`config.mk`:
```
export PLATFORM = sky130hd
export DESIGN_NAME = gateway_preference_table
export DESIGN_NICKNAME = d
export VERILOG_FILES = /design/src/hw/rtl/gpt_pkg.sv /design/src/hw/rtl/gpt_alu.sv /design/src/hw/rtl/gpt_table.sv /design/src/hw/rtl/gpt_ctrl.sv /design/src/hw/rtl/gateway_preference_table.sv
export SDC_FILE = /design/constraint.sdc
export NUM_CORES = 2
export LEC_CHECK = 0
export BUFFER_PORTS_ARGS = -buffer_cell sky130_fd_sc_hd__buf_2
export CAP_MARGIN = 20
export CORE_MARGIN = 5
export CORE_UTILIZATION = 35
export DETAILED_ROUTE_END_ITERATION = 6
export PLACE_DENSITY = 0.61
export RECOVER_POWER = 25
export REMOVE_ABC_BUFFERS = 1
export SLEW_MARGIN = 30
export SYNTH_ARGS = -nofsm -noshare
export SYNTH_HDL_FRONTEND = slang
export SYNTH_HIERARCHICAL = 1
export SYNTH_SLANG_ARGS = --single-unit
```
`constraint.sdc`:
```
create_clock -name clock -period 18.4 [get_ports clock]
set_clock_uncertainty 0.1 [all_clocks]
set_input_delay 0 -clock clock [delete_from_list [all_inputs] [get_ports clock]]
set_output_delay 0 -clock clock [all_outputs]
set_load 0.005 [all_outputs]
```
`src/hw/rtl/gpt_pkg.sv`:
```
// gpt_pkg: shared types, codes and constants for the gateway preference table
// used by gpt_alu, gpt_table, gpt_ctrl and gateway_preference_table
// no dependencies
`timescale 1ns / 1ps

package gpt_pkg;

   // table sizing
   localparam int DEFAULT_TABLE_DEPTH = 16;

   // fixed field widths
   localparam int ADDR_W      = 32;
   localparam int PREF_W      = 32;
   localparam int TIME_W      = 32;
   localparam int AGE_CFG_W   = 20;
   localparam int OFFSET_W    = 17;
   localparam int COUNT_W     = 5;
   localparam int CSR_INDEX_W = 3;
   localparam int CSR_DATA_W  = 20;
   localparam int REQ_DATA_W  = 128;
   localparam int RSP_DATA_W  = 72;

   // preference constants
   localparam logic [PREF_W-1:0] EXPIRED_PREF       = 32'h8000_0000;
   localparam logic [PREF_W-1:0] RIP_BASE_PREF      = 32'd512;
   localparam logic [PREF_W-1:0] RIP_UNREACH_PREF   = 32'd1;

   // register reset values
   localparam logic [AGE_CFG_W-1:0] VALID_LIFETIME_RST  = 20'd600;
   localparam logic [AGE_CFG_W-1:0] REPLACE_AGE_RST     = 20'd300;
   localparam logic [AGE_CFG_W-1:0] PURGE_AGE_RST       = 20'd86400;
   localparam logic [OFFSET_W-1:0]  PREF_OFFSET_RST     = 17'h1FC00;

   // request op codes
   localparam logic [1:0] OP_ADD_PREF  = 2'd0;
   localparam logic [1:0] OP_ADD_RIP   = 2'd1;
   localparam logic [1:0] OP_ADVERTISE = 2'd2;

   // result kinds
   localparam logic [1:0] KIND_ADD_OUTCOME = 2'd0;
   localparam logic [1:0] KIND_ADV_ENTRY   = 2'd1;
   localparam logic [1:0] KIND_ADV_END     = 2'd2;

   // add status codes
   localparam logic [2:0] ST_MATCH_UPDATED = 3'd0;
   localparam logic [2:0] ST_MATCH_KEPT    = 3'd1;
   localparam logic [2:0] ST_NEW_SLOT      = 3'd2;
   localparam logic [2:0] ST_REPLACED      = 3'd3;
   localparam logic [2:0] ST_DROPPED       = 3'd4;

   // register indexes
   localparam logic [CSR_INDEX_W-1:0] CSR_VALID_LIFETIME  = 3'd0;
   localparam logic [CSR_INDEX_W-1:0] CSR_REPLACE_AGE     = 3'd1;
   localparam logic [CSR_INDEX_W-1:0] CSR_PURGE_AGE       = 3'd2;
   localparam logic [CSR_INDEX_W-1:0] CSR_PREF_OFFSET     = 3'd3;

   // one table entry
   typedef struct packed {
      logic [ADDR_W-1:0] addr;
      logic [PREF_W-1:0] pref;
      logic [TIME_W-1:0] stamp;
   } entry_type;

   // configuration registers
   typedef struct packed {
      logic [AGE_CFG_W-1:0] valid_lifetime;
      logic [AGE_CFG_W-1:0] replace_age;
      logic [AGE_CFG_W-1:0] purge_age;
      logic [OFFSET_W-1:0]  pref_offset;
   } cfg_type;

   // shared adder operands and results
   typedef struct packed {
      logic [31:0] a;
      logic [31:0] b;
      logic        sub;
   } alu_req_type;

   typedef struct packed {
      logic [31:0] sum;
      logic        lt_signed;
   } alu_rsp_type;

endpackage

```
`src/hw/rtl/gpt_alu.sv`:
```
// gpt_alu: shared 32-bit add/subtract unit with signed less-than flag
// depends on gpt_pkg
`timescale 1ns / 1ps

module gpt_alu (
   input  gpt_pkg::alu_req_type alu_req,
   output gpt_pkg::alu_rsp_type alu_rsp
);
   import gpt_pkg::*;

   logic [32:0] ext_sum;
   logic [31:0] b_opnd;

   // a + b, or a + ~b + 1 for subtract
   assign b_opnd  = alu_req.sub ? ~alu_req.b : alu_req.b;
   assign ext_sum = {1'b0, alu_req.a} + {1'b0, b_opnd} + {32'd0, alu_req.sub};

   // signed a < b: sign bits decide when they differ, else no carry means a < b
   assign alu_rsp.sum       = ext_sum[31:0];
   assign alu_rsp.lt_signed = (alu_req.a[31] != alu_req.b[31]) ? alu_req.a[31]
                                                                : ~ext_sum[32];

endmodule

```
`src/hw/rtl/gpt_table.sv`:
```
// gpt_table: entry memory, one write port and one registered read port
// depends on gpt_pkg
`timescale 1ns / 1ps

module gpt_table #(
   parameter int TABLE_DEPTH = gpt_pkg::DEFAULT_TABLE_DEPTH,
   parameter int IDX_W       = (TABLE_DEPTH > 1) ? $clog2(TABLE_DEPTH) : 1
) (
   input  logic                clock,
   input  logic                wr_en,
   input  logic [IDX_W-1:0]    wr_idx,
   input  gpt_pkg::entry_type  wr_data,
   input  logic                rd_en,
   input  logic [IDX_W-1:0]    rd_idx,
   output gpt_pkg::entry_type  rd_data
);
   import gpt_pkg::*;

   entry_type mem [TABLE_DEPTH];
   entry_type rd_data_ff;

   // write port
   always_ff @(posedge clock) begin
      if (wr_en) begin
         mem[wr_idx] <= wr_data;
      end
   end

   // read port, data holds until the next read
   always_ff @(posedge clock) begin
      if (rd_en) begin
         rd_data_ff <= mem[rd_idx];
      end
   end

   assign rd_data = rd_data_ff;

endmodule

```
`src/hw/rtl/gpt_ctrl.sv`:
```
// gpt_ctrl: sequencer for add and advertise, scan bookkeeping, result register
// depends on gpt_pkg, gpt_alu
`timescale 1ns / 1ps

module gpt_ctrl #(
   parameter int TABLE_DEPTH = gpt_pkg::DEFAULT_TABLE_DEPTH,
   parameter int IDX_W       = (TABLE_DEPTH > 1) ? $clog2(TABLE_DEPTH) : 1
) (
   input  logic                               clock,
   input  logic                               reset,
   input  gpt_pkg::cfg_type                   cfg,
   // request channel
   input  logic                               req_tvalid,
   output logic                               req_tready,
   input  logic [gpt_pkg::REQ_DATA_W-1:0]     req_tdata,
   input  logic [1:0]                         req_tuser,
   // result channel
   output logic                               rsp_tvalid,
   input  logic                               rsp_tready,
   output logic [gpt_pkg::RSP_DATA_W-1:0]     rsp_tdata,
   output logic [1:0]                         rsp_tuser,
   output logic                               rsp_tlast,
   // table ports
   output logic                               mem_wr_en,
   output logic [IDX_W-1:0]                   mem_wr_idx,
   output gpt_pkg::entry_type                 mem_wr_data,
   output logic                               mem_rd_en,
   output logic [IDX_W-1:0]                   mem_rd_idx,
   input  gpt_pkg::entry_type                 mem_rd_data
);
   import gpt_pkg::*;

   localparam int CNT_W = $clog2(TABLE_DEPTH + 1);

   typedef enum logic [2:0] {
      S_IDLE,
      S_RIP_BASE,
      S_RIP_OFFSET,
      S_SCAN,
      S_DECIDE,
      S_UPDATE,
      S_ADD_RESULT,
      S_ADV_END
   } state_type;

   state_type          state_ff, state_in;
   logic [1:0]         op_ff, op_in;
   logic [ADDR_W-1:0]  host_ff, host_in;
   logic [PREF_W-1:0]  new_pref_ff, new_pref_in;
   logic [31:0]        metric_ff, metric_in;
   logic [TIME_W-1:0]  now_ff, now_in;
   logic [CNT_W-1:0]   count_ff, count_in;
   logic [CNT_W-1:0]   issue_ff, issue_in;
   logic               dv_ff, dv_in;
   logic [IDX_W-1:0]   dv_idx_ff, dv_idx_in;
   logic               found_ff, found_in;
   logic               have_old_ff, have_old_in;
   logic [IDX_W-1:0]   old_idx_ff, old_idx_in;
   logic [TIME_W-1:0]  old_age_ff, old_age_in;
   logic [TIME_W-1:0]  old_stamp_ff, old_stamp_in;
   logic [IDX_W-1:0]   slot_ff, slot_in;
   logic [PREF_W-1:0]  cur_pref_ff, cur_pref_in;
   logic [TIME_W-1:0]  cur_age_ff, cur_age_in;
   logic [TIME_W-1:0]  cur_stamp_ff, cur_stamp_in;
   logic               dirty_ff, dirty_in;
   logic [2:0]         status_ff, status_in;
   logic [COUNT_W-1:0] live_ff, live_in;
   // result register
   logic               out_valid_ff, out_valid_in;
   logic [1:0]         out_kind_ff, out_kind_in;
   logic [2:0]         out_status_ff, out_status_in;
   logic [ADDR_W-1:0]  out_addr_ff, out_addr_in;
   logic [PREF_W-1:0]  out_pref_ff, out_pref_in;
   logic [COUNT_W-1:0] out_count_ff, out_count_in;
   logic               out_last_ff, out_last_in;

   alu_req_type alu_req;
   alu_rsp_type alu_rsp;

   logic              out_free;
   logic              issue_done;
   logic [TIME_W-1:0] age;
   logic              hit;
   logic              stale_age;
   logic              update;

   gpt_alu u_alu (
      .alu_req (alu_req),
      .alu_rsp (alu_rsp)
   );

   // shared adder operand select
   always_comb begin
      alu_req = '{a: now_ff, b: mem_rd_data.stamp, sub: 1'b1};
      case (state_ff)
         S_RIP_BASE:   alu_req = '{a: RIP_BASE_PREF, b: metric_ff, sub: 1'b1};
         S_RIP_OFFSET: alu_req = '{a: new_pref_ff,
                                   b: {{(32-OFFSET_W){cfg.pref_offset[OFFSET_W-1]}},
                                       cfg.pref_offset},
                                   sub: 1'b0};
         S_UPDATE:     alu_req = '{a: new_pref_ff, b: cur_pref_ff, sub: 1'b1};
         default:      alu_req = '{a: now_ff, b: mem_rd_data.stamp, sub: 1'b1};
      endcase
   end

   assign out_free   = !out_valid_ff || rsp_tready;
   assign issue_done = (issue_ff == count_ff);
   assign age        = alu_rsp.sum;
   assign hit        = dv_ff && (mem_rd_data.addr == host_ff);
   assign stale_age  = age > {12'd0, cfg.valid_lifetime};
   assign update     = !alu_rsp.lt_signed || (cur_age_ff >= {12'd0, cfg.replace_age});

   // sequencer next state
   always_comb begin
      state_in      = state_ff;
      op_in         = op_ff;
      host_in       = host_ff;
      new_pref_in   = new_pref_ff;
      metric_in     = metric_ff;
      now_in        = now_ff;
      count_in      = count_ff;
      issue_in      = issue_ff;
      dv_in         = 1'b0;
      dv_idx_in     = dv_idx_ff;
      found_in      = found_ff;
      have_old_in   = have_old_ff;
      old_idx_in    = old_idx_ff;
      old_age_in    = old_age_ff;
      old_stamp_in  = old_stamp_ff;
      slot_in       = slot_ff;
      cur_pref_in   = cur_pref_ff;
      cur_age_in    = cur_age_ff;
      cur_stamp_in  = cur_stamp_ff;
      dirty_in      = dirty_ff;
      status_in     = status_ff;
      live_in       = live_ff;
      out_valid_in  = out_valid_ff && !rsp_tready;
      out_kind_in   = out_kind_ff;
      out_status_in = out_status_ff;
      out_addr_in   = out_addr_ff;
      out_pref_in   = out_pref_ff;
      out_count_in  = out_count_ff;
      out_last_in   = out_last_ff;
      mem_rd_en     = 1'b0;
      mem_rd_idx    = issue_ff[IDX_W-1:0];
      mem_wr_en     = 1'b0;
      mem_wr_idx    = slot_ff;
      mem_wr_data   = '{addr: host_ff, pref: new_pref_ff, stamp: now_ff};
      req_tready    = (state_ff == S_IDLE);

      case (state_ff)
         // take a request and clear the scan bookkeeping
         S_IDLE: begin
            if (req_tvalid) begin
               op_in       = req_tuser;
               host_in     = req_tdata[31:0];
               new_pref_in = req_tdata[63:32];
               metric_in   = req_tdata[95:64];
               now_in      = req_tdata[127:96];
               issue_in    = '0;
               found_in    = 1'b0;
               have_old_in = 1'b0;
               live_in     = '0;
               case (req_tuser)
                  OP_ADD_PREF:  state_in = S_SCAN;
                  OP_ADD_RIP:   state_in = S_RIP_BASE;
                  OP_ADVERTISE: state_in = S_SCAN;
                  default:      state_in = S_IDLE;
               endcase
            end
         end

         // rip preference: base minus metric, unreachable metrics give one
         S_RIP_BASE: begin
            new_pref_in = (|metric_ff[31:8]) ? RIP_UNREACH_PREF : alu_rsp.sum;
            state_in    = S_RIP_OFFSET;
         end

         S_RIP_OFFSET: begin
            new_pref_in = alu_rsp.sum;
            state_in    = S_SCAN;
         end

         // one entry read per cycle unless stalled, evaluated the cycle after
         S_SCAN: begin
            if (op_ff == OP_ADVERTISE) begin
               if (dv_ff && (age <= {12'd0, cfg.purge_age})) begin
                  if (out_free) begin
                     out_valid_in  = 1'b1;
                     out_kind_in   = KIND_ADV_ENTRY;
                     out_status_in = ST_MATCH_UPDATED;
                     out_addr_in   = mem_rd_data.addr;
                     out_pref_in   = stale_age ? EXPIRED_PREF : mem_rd_data.pref;
                     out_count_in  = '0;
                     out_last_in   = 1'b0;
                     live_in       = live_ff + COUNT_W'(1);
                     // expired entries are marked dead in place
                     mem_wr_en     = stale_age;
                     mem_wr_idx    = dv_idx_ff;
                     mem_wr_data   = '{addr: mem_rd_data.addr, pref: EXPIRED_PREF,
                                       stamp: mem_rd_data.stamp};
                     mem_rd_en     = !issue_done;
                  end else begin
                     // receiver stalled: hold the entry under evaluation
                     dv_in = 1'b1;
                  end
               end else begin
                  mem_rd_en = !issue_done;
               end
               if (issue_done && !dv_ff) begin
                  state_in = S_ADV_END;
               end
            end else begin
               if (hit) begin
                  found_in     = 1'b1;
                  slot_in      = dv_idx_ff;
                  cur_pref_in  = mem_rd_data.pref;
                  cur_age_in   = age;
                  cur_stamp_in = mem_rd_data.stamp;
                  state_in     = S_DECIDE;
               end else begin
                  if (dv_ff && (!have_old_ff || age > old_age_ff)) begin
                     have_old_in  = 1'b1;
                     old_idx_in   = dv_idx_ff;
                     old_age_in   = age;
                     old_stamp_in = mem_rd_data.stamp;
                  end
                  mem_rd_en = !issue_done;
                  if (issue_done && !dv_ff) begin
                     state_in = S_DECIDE;
                  end
               end
            end
            if (mem_rd_en) begin
               dv_in     = 1'b1;
               dv_idx_in = issue_ff[IDX_W-1:0];
               issue_in  = issue_ff + CNT_W'(1);
            end
         end

         // pick matching entry, stale oldest entry, a fresh slot or drop
         S_DECIDE: begin
            dirty_in = 1'b0;
            state_in = S_UPDATE;
            if (found_ff) begin
               status_in = ST_MATCH_KEPT;
            end else if (have_old_ff && (old_age_ff > {12'd0, cfg.valid_lifetime})) begin
               status_in    = ST_REPLACED;
               slot_in      = old_idx_ff;
               cur_pref_in  = EXPIRED_PREF;
               cur_age_in   = old_age_ff;
               cur_stamp_in = old_stamp_ff;
               dirty_in     = 1'b1;
            end else if (count_ff < CNT_W'(TABLE_DEPTH)) begin
               status_in    = ST_NEW_SLOT;
               slot_in      = count_ff[IDX_W-1:0];
               count_in     = count_ff + CNT_W'(1);
               cur_pref_in  = EXPIRED_PREF;
               cur_age_in   = '0;
               cur_stamp_in = now_ff;
               dirty_in     = 1'b1;
            end else begin
               status_in = ST_DROPPED;
               state_in  = S_ADD_RESULT;
            end
         end

         // write the new preference if no worse or the entry is old enough
         S_UPDATE: begin
            mem_wr_en = update || dirty_ff;
            if (update) begin
               mem_wr_data = '{addr: host_ff, pref: new_pref_ff, stamp: now_ff};
               if (status_ff == ST_MATCH_KEPT) begin
                  status_in = ST_MATCH_UPDATED;
               end
            end else begin
               mem_wr_data = '{addr: host_ff, pref: EXPIRED_PREF, stamp: cur_stamp_ff};
            end
            state_in = S_ADD_RESULT;
         end

         S_ADD_RESULT: begin
            if (out_free) begin
               out_valid_in  = 1'b1;
               out_kind_in   = KIND_ADD_OUTCOME;
               out_status_in = status_ff;
               out_addr_in   = '0;
               out_pref_in   = '0;
               out_count_in  = '0;
               out_last_in   = 1'b1;
               state_in      = S_IDLE;
            end
         end

         S_ADV_END: begin
            if (out_free) begin
               out_valid_in  = 1'b1;
               out_kind_in   = KIND_ADV_END;
               out_status_in = ST_MATCH_UPDATED;
               out_addr_in   = '0;
               out_pref_in   = '0;
               out_count_in  = live_ff;
               out_last_in   = 1'b1;
               state_in      = S_IDLE;
            end
         end

         default: state_in = S_IDLE;
      endcase
   end

   // state and registered outputs
   always_ff @(posedge clock) begin
      if (reset) begin
         state_ff     <= S_IDLE;
         count_ff     <= '0;
         dv_ff        <= 1'b0;
         out_valid_ff <= 1'b0;
      end else begin
         state_ff     <= state_in;
         count_ff     <= count_in;
         dv_ff        <= dv_in;
         out_valid_ff <= out_valid_in;
      end
      op_ff         <= op_in;
      host_ff       <= host_in;
      new_pref_ff   <= new_pref_in;
      metric_ff     <= metric_in;
      now_ff        <= now_in;
      issue_ff      <= issue_in;
      dv_idx_ff     <= dv_idx_in;
      found_ff      <= found_in;
      have_old_ff   <= have_old_in;
      old_idx_ff    <= old_idx_in;
      old_age_ff    <= old_age_in;
      old_stamp_ff  <= old_stamp_in;
      slot_ff       <= slot_in;
      cur_pref_ff   <= cur_pref_in;
      cur_age_ff    <= cur_age_in;
      cur_stamp_ff  <= cur_stamp_in;
      dirty_ff      <= dirty_in;
      status_ff     <= status_in;
      live_ff       <= live_in;
      out_kind_ff   <= out_kind_in;
      out_status_ff <= out_status_in;
      out_addr_ff   <= out_addr_in;
      out_pref_ff   <= out_pref_in;
      out_count_ff  <= out_count_in;
      out_last_ff   <= out_last_in;
   end

   // result channel
   assign rsp_tvalid = out_valid_ff;
   assign rsp_tdata  = {out_count_ff, out_pref_ff, out_addr_ff, out_status_ff};
   assign rsp_tuser  = out_kind_ff;
   assign rsp_tlast  = out_last_ff;

endmodule

```
`src/hw/rtl/gateway_preference_table.sv`:
```
// gateway_preference_table: top level with configuration registers
// depends on gpt_pkg, gpt_table, gpt_ctrl (which uses gpt_alu)
`timescale 1ns / 1ps

// Keeps up to TABLE_DEPTH router entries (address, signed preference, time stamp).
// Request channel (req_): tuser carries the op, tdata the address, preference,
// metric and current time. Op 0 adds with a given preference, op 1 adds with a
// preference derived from a rip metric, op 2 advertises the table. Op 3 is
// accepted and dropped. Result channel (rsp_): an add returns one outcome with
// tlast set; an advertise returns one result per live entry and then an end
// result holding the count, with tlast set.
// Each request scans the stored entries through a single read port, one entry
// per cycle unless a stalled receiver holds an advertise. An add with no match
// scans every entry, decides, updates and presents its outcome, then is ready
// again; a match ends the scan early, a full table with nothing stale skips
// the update and op 1 first derives the rip preference. An advertise scans
// every stored entry and then presents its end result. The block takes one
// request at a time; req_tready is high only between requests. A finished
// result waits in an output register: a stalled receiver holds an advertise
// scan and the final result of either op, but the next request may be taken
// while a result is still pending.
// Reset empties the table and loads the register defaults; no clearing pass.
// Configuration writes (csr_) are always accepted and should be made idle.

module gateway_preference_table #(
   parameter int TABLE_DEPTH = gpt_pkg::DEFAULT_TABLE_DEPTH
) (
   input  logic                                  clock,
   input  logic                                  reset,
   // request: tdata = gateway_addr, given_pref, rip_metric, now_seconds
   input  logic                                  req_tvalid,
   output logic                                  req_tready,
   input  logic [gpt_pkg::REQ_DATA_W-1:0]        req_tdata,
   // request: tuser = op
   input  logic [1:0]                            req_tuser,
   // result: tdata = add_status, entry_addr, entry_pref, live_count
   output logic                                  rsp_tvalid,
   input  logic                                  rsp_tready,
   output logic [gpt_pkg::RSP_DATA_W-1:0]        rsp_tdata,
   // result: tuser = result_kind
   output logic [1:0]                            rsp_tuser,
   output logic                                  rsp_tlast,
   // register writes
   input  logic                                  csr_valid,
   output logic                                  csr_ready,
   input  logic [gpt_pkg::CSR_INDEX_W-1:0]       csr_index,
   input  logic [gpt_pkg::CSR_DATA_W-1:0]        csr_data
);
   import gpt_pkg::*;

   localparam int IDX_W = (TABLE_DEPTH > 1) ? $clog2(TABLE_DEPTH) : 1;

   cfg_type          cfg_ff, cfg_in;
   logic             mem_wr_en;
   logic [IDX_W-1:0] mem_wr_idx;
   entry_type        mem_wr_data;
   logic             mem_rd_en;
   logic [IDX_W-1:0] mem_rd_idx;
   entry_type        mem_rd_data;

   // register write decode
   assign csr_ready = 1'b1;

   always_comb begin
      cfg_in = cfg_ff;
      if (csr_valid) begin
         case (csr_index)
            CSR_VALID_LIFETIME:  cfg_in.valid_lifetime  = csr_data;
            CSR_REPLACE_AGE:     cfg_in.replace_age     = csr_data;
            CSR_PURGE_AGE:       cfg_in.purge_age       = csr_data;
            CSR_PREF_OFFSET:     cfg_in.pref_offset     = csr_data[OFFSET_W-1:0];
            default:             cfg_in = cfg_ff;
         endcase
      end
   end

   always_ff @(posedge clock) begin
      if (reset) begin
         cfg_ff <= '{valid_lifetime:  VALID_LIFETIME_RST,
                     replace_age:     REPLACE_AGE_RST,
                     purge_age:       PURGE_AGE_RST,
                     pref_offset:     PREF_OFFSET_RST};
      end else begin
         cfg_ff <= cfg_in;
      end
   end

   // entry memory
   gpt_table #(
      .TABLE_DEPTH (TABLE_DEPTH),
      .IDX_W       (IDX_W)
   ) u_table (
      .clock   (clock),
      .wr_en   (mem_wr_en),
      .wr_idx  (mem_wr_idx),
      .wr_data (mem_wr_data),
      .rd_en   (mem_rd_en),
      .rd_idx  (mem_rd_idx),
      .rd_data (mem_rd_data)
   );

   // sequencer
   gpt_ctrl #(
      .TABLE_DEPTH (TABLE_DEPTH),
      .IDX_W       (IDX_W)
   ) u_ctrl (
      .clock       (clock),
      .reset       (reset),
      .cfg         (cfg_ff),
      .req_tvalid  (req_tvalid),
      .req_tready  (req_tready),
      .req_tdata   (req_tdata),
      .req_tuser   (req_tuser),
      .rsp_tvalid  (rsp_tvalid),
      .rsp_tready  (rsp_tready),
      .rsp_tdata   (rsp_tdata),
      .rsp_tuser   (rsp_tuser),
      .rsp_tlast   (rsp_tlast),
      .mem_wr_en   (mem_wr_en),
      .mem_wr_idx  (mem_wr_idx),
      .mem_wr_data (mem_wr_data),
      .mem_rd_en   (mem_rd_en),
      .mem_rd_idx  (mem_rd_idx),
      .mem_rd_data (mem_rd_data)
   );

endmodule

```
# Word level (Yosys, flattened, before mapping)
# Memory sizes are Yosys's and may differ from the RTL's. A register that Yosys moved wholly into a read port is not among the register bits.
# Index checks and enable logic that the tools add are counted.
op_classes:
  addsub: 5
  magnitude_cmp: 6
  n_eq_ne: 35
  muxes: 124
  bitwise_logic: 7
  reduce_logical: 49
ops:
  columns: ["op", "n"]
  rows:
  - ["32-bit two-way mux", 26]
  - ["32-bit case mux with 2 select lines", 5]
  - ["96-bit two-way mux", 3]
  - ["65-bit case mux with 3 select lines", 1]
  - ["96-bit case mux with 2 select lines", 1]
  - ["32-bit case mux with 3 select lines", 1]
  - ["32-bit by 20-bit greater-than comparator with 1-bit output", 2]
  - ["64-bit two-way mux", 1]
  - ["3-bit two-way mux", 17]
  - ["5-bit two-way mux", 9]
  - ["4-bit two-way mux", 9]
  - ["32-bit by 32-bit adder with 33-bit output", 1]
  - ["33-bit by 1-bit adder with 33-bit output", 1]
  - ["32-bit equality test", 1]
  - ["32-bit by 20-bit >= comparator with 1-bit output", 1]
  - ["32-bit greater-than comparator", 1]
  - ["32-bit by 20-bit <= comparator with 1-bit output", 1]
  - ["32-bit NOT", 1]
  - ["1-bit two-way mux", 31]
  - ["4-bit AND reduction", 6]
  - ["24-bit OR reduction", 1]
  - ["2-bit by 1-bit != test with 1-bit output, second input constant", 11]
  - ["3-bit case mux with 7 select lines", 1]
  - ["5-bit case mux with 2 select lines", 2]
  - ["33 further kinds", 92]
totals:
  ff_bits: 480
  ramBits: 1536
  input_bits: 158
  output_inout_bits: 78
  n_memories: 1
mem_list:
  columns: ["memory", "depth", "word_bits", "read_ports", "rd_ports_with_merged_regs", "wr", "line", "source"]
  rows:
  - ["u_table.mem", 16, 96, 1, 1, 1, "gpt_table.sv:19", "entry_type mem [TABLE_DEPTH];"]

# Depth between registers and ports, before layout
logic_depth:
  ltp_word: 14
  mapped_depth: 28

# Hierarchy
# Netlist, hierarchy kept.
by_module_without_submodules:
  columns: ["mod", "instances", "cells_each", "area_per_inst_um2"]
  rows:
  - ["gpt_table", 1, 2460, 60316.6]
  - ["gpt_ctrl", 1, 1699, 20694.8]
  - ["gateway_preference_table", 1, 298, 3131.8]
  - ["gpt_alu", 1, 276, 2040.7]

# Worst setup path after synthesis
# No wires, ideal clock.
synth_timing:
  kind: "register -> register"
  from: "register u_ctrl.state_ff[1]"
  to: "register u_ctrl.issue_ff[0], enable pin"
  setup_time_ns: 0.348
  arrival_time_ns: 16.363
  setup_slack_ns: 1.589
  stages_incl_launch_ff: 26
  path_buffers: 3
  synth_period_minus_slack_ns: 16.811
  path_cell_list: "dfxtp_1 -> clkbuf_1 -> nand2b_1 -> clkbuf_1 -> buf_1 -> o22a_1 -> o22ai_1 -> a21oi_1 -> xor2_1 -> ha_1 -> a21o_1 -> a21o_1 -> a221o_1 -> a31o_1 -> a21o_1 -> a21o_1 -> a21oi_2 -> xnor2_1 -> ha_1 -> nand4_1 -> nor4_1 -> a21boi_1 -> or4_1 -> a211oi_1 -> nor4b_1 -> or2_2"
synth_rtl:
  columns: ["element", "line", "source"]
  rows:
  - ["from (decl)", "gpt_ctrl.sv:46", "state_type state_ff, state_in;"]
  - ["from (signal assigned)", "gpt_ctrl.sv:320", "state_ff <= state_in;"]
  - ["to (signal assigned)", "gpt_ctrl.sv:330", "issue_ff <= issue_in;"]
  - ["to (decl)", "gpt_ctrl.sv:53", "logic [CNT_W-1:0] issue_ff, issue_in;"]

==> impl_metrics.ini <==
[worst_setup_path]
endpoint_kind = flip-flop
cp_slowest_stage_delay_ns = 3.48
slowest_stage = clkbuf_1
setup.worst_path.start = u_ctrl/state_ff[2]
criticalPathCategory = flip-flop to flip-flop
worstPathMaxFanout = 81
cp.arrival_ns = 14.87
reg2reg_from = u_ctrl/state_ff[2]
reg2reg_depth = 21
cp_cell_sequence = nor2_1 > and2_0 > inv_1 > nand2_1 > a22o_1 > ha_1 > a21o_1 > a21o_1 > a221o_1 > a31oi_1 > o21ai_0 > a221oi_1 > xnor2_1 > ha_1 > nand2_1 > or3_1 > nor3_1 > o31ai_1 > a31o_2 > a31oi_4 > clkbuf_1
reg2reg_slack_ns = 3.72
cp.required_ns = 18.59
cp-start-kind = flip-flop
reg2reg_to = u_ctrl/old_stamp_ff[30]

[cts]
clkLatencyLatePin_ns = 0.86
path_clk_slew_ns = 0.06
clock-sinks = 2112
cts_buffer_depth = 3
cts_tree = built
cts-root-buf = clkbuf_16
cts_made_buffers = 218
cts-htree-levels = 4

[route]
drt-initial-drc-count = 4398
vias_per_cell = 5.37
post_drt_wl_per_cell_um = 27.0
drc = 0
wl_um = 236000
final_antenna_net_count = 0
dr.pass1.iters = 6
vias = 46900

[global_routing]
grt-ovfl-total = 0
grt_pass1_vias = 48000
grt_pass1_wl_um = 343000
grtUsageTotal_pct = 18.1
grt_max_degree = 134
antenna_found_initial = 8

[timing]
max_freq_mhz = 68.1
rsz0062_at_grt = false
holdWs_ns = 0.0616
max-slew-margin-rel_pct = -230
setup_viol = 0
final-hold-violation-count = 0
maxSlewViolCount = 1199
finalCritPeriodShare_pct = 79.8
layout_min_cycle_time_ns = 14.68
worst_pin_slew_ns = 4.95
tns_ns = 0

[min_path]
min_from = req_tdata[58]
hold_path_end = u_ctrl/new_pref_ff[26]
whs_path_depth = 3
worstHoldPathType = input pin to flip-flop

[floorplan]
dieWidth_um = 506
core_mm2 = 0.245
die_area_mm2 = 0.256
ios = 236
die_h_um = 506
initial_core_util_pct = 35.1
core.rowCount = 182

[yosys]
synth_flop_cell = edfxtp_1
yosys.area_share.xor_xnor_pct = 1.07
synth_compound_area_share_pct = 6.06
ys_ff_latch = 2112
syn_avg_cell_area_um2 = 18.2
async_flop_share_pct = 0
synth_edf_count = 2025
yosys_warnings = 6
syn_area_mm2 = 0.0862
seq_area_frac_synth_pct = 72.6
synth_top_family_by_area = multiplexers
synthAdderAreaFrac_pct = 2.15
synth_cell_types = 82
muxShareOfSynthArea_pct = 11.9
synthSimpleGateAreaFrac_pct = 4.29
syn_inst = 4733

[place]
port_buffers = 234
gp_congestion = 0.942
dpl.cell_count = 8011
dp_hpwl_um = 151000

[finish]
drive_gt1_share_pct = 18.1
fin_cells = 8728
final_nets = 5623
fillers = 21800
syn_to_final_growth_pct = 17.3

[power_and_ir_drop]
power.density_mw_per_mm2 = 144
ir_worst_vdd_mv = 0.106
leakagePower_nw = 33.5
total_power_w = 0.0146

[outcome]
status = finished, violations left
violations = max-capacitance violations, max-slew violations

[run]
cap_violations = 24
[critical path, delay by kind of cell (launching register included)]
kind | cells | cell delay (ns)
simple gates | 6 | 2.69
buf+inv | 2 | 4.65
xor+xnor | 1 | 0.36
fa+ha+maj | 2 | 0.76
flops | 1 | 2.11
compound gates | 10 | 3.36
[kinds of logic after synthesis]
logic type / after synthesis
muxes: 537
other: 1
and+or+nand+nor: 719
adders and majority gates: 148
DFF: 2112
xor gates and xnor gates: 105
AOI/OAI and AO/OA: 739
buffers and inverters: 372
[power by group]
group          internal (W)  total [W]  switching, W  leakage, nW
logic               0.00157    0.00417       0.00261         10.9
clock network       0.00255    0.00440       0.00185         3.47
registers           0.00583    0.00602      0.000192         19.1
total               0.00994     0.0146       0.00465         33.5
[registers in the layout, summed over array words and instances (netlist names), 5 cells and up]
name and flops:
u_ctrl/out_pref_ff 32, u_ctrl/old_stamp_ff 32, u_ctrl/host_ff 32, u_ctrl/count_ff 5
u_table/mem 1536, u_ctrl/issue_ff 5, u_table/rd_data 96, u_ctrl/cur_age_ff 32
u_ctrl/metric_ff 32, u_ctrl/old_age_ff 32, u_ctrl/cur_pref_ff 32, u_ctrl/now_ff 32
cfg_ff 77, u_ctrl/live_ff 5, u_ctrl/new_pref_ff 32, u_ctrl/cur_stamp_ff 32
u_ctrl/out_count_ff 5, u_ctrl/out_addr_ff 32
[cell type report]
class                           instances  area (um^2)  area share (%)
Clock buffer                          278         5870            5.81
Clock inverter                        128         1280            1.26
Tap cell                             3220         4030            3.99
Timing Repair Buffer                  627         4780            4.73
Sequential cell                      2112        62600            61.9
Inverter                              110          414           0.410
Antenna cell                            4         10.0         0.00990
Multi-Input combinational cell       2249        22200            21.9
[cell usage after synthesis (all sizes together), types with 7 or more instances]
library cell,number,area [um^2]
a211oi,13,108
a21o,65,488
a21oi,93,473
a22o,95,832
a22oi,193,1450
a31oi,11,98.8
and2,137,857
and3,12,75.1
buf,116,742
clkbuf,146,549
dfxtp,87,1740
edfxtp,2025,60800
ha,146,1830
inv,110,413
mux2,39,439
mux2i,114,1140
mux4,384,8650
nand2,225,845
nand2b,91,569
nand3,25,125
nand4,34,213
nor2,103,389
nor2b,20,125
nor3,17,85.1
nor4,17,106
o211ai,9,81.3
o21a,27,203
o21ai,115,576
o22a,16,140
o22ai,35,219
o31ai,37,292
or4,7,52.6
xnor2,55,482
xor2,50,438
[cell usage in the layout, fill, tap and decap left out, types with 65 or more instances in the layout]
master	synthesis	layout
clkbuf_16	0	224
inv_1	110	108
and2_0	0	86
o21ai_0	113	115
edfxtp_1	2025	2025
ha_1	146	146
a22oi_1	193	193
dfxtp_1	87	87
buf_2	35	156
nand2_1	225	225
a22o_1	95	95
dlygate4sd3_1	0	304
clkbuf_1	145	152
a21oi_1	91	92
mux2i_1	114	114
a21o_1	65	65
mux4_2	384	384
nand2b_1	91	89
nor2_1	102	87
[stage by stage]
step	util, %	cell area [um^2]	setup WS, ns
after detailed placement	37.1	91200	6.57
after global routing	41.2	101000	3.02
after CTS	41.3	101000	6.49
after global placement	37.1	91100	6.70
final	41.2	101000	3.72
after floorplan	-	84900	-8.03
[what timing repair did]
item | CTS | global route
hold endpoints to repair | 252 | 0
setup buffers | 0 | 0
hold buffers | 304 | 0
setup endpoints to repair | 0 | 0
gates resized for setup | 0 | 0
[layer usage]
layer  track usage [%]  wire length [um]
met4              6.63              9500
met2              29.0            111000
met5                 0                12
met1              25.0            101000
met3              2.84             14100
[worst max-delay path by stage]
stage                                         end  slack [ns]  cells after the start
after global routing          u_table/mem[11][84]        3.02                     28
after detailed placement       u_table/mem[1][53]        6.57                     29
after CTS                      u_table/mem[1][48]        6.49                     29
after global placement         u_table/mem[1][65]        6.70                     29
after floorplan                u_ctrl/issue_ff[0]       -8.03                      5
final                     u_ctrl/old_stamp_ff[30]        3.72                     21
Power figures use the tool's default switching activity.
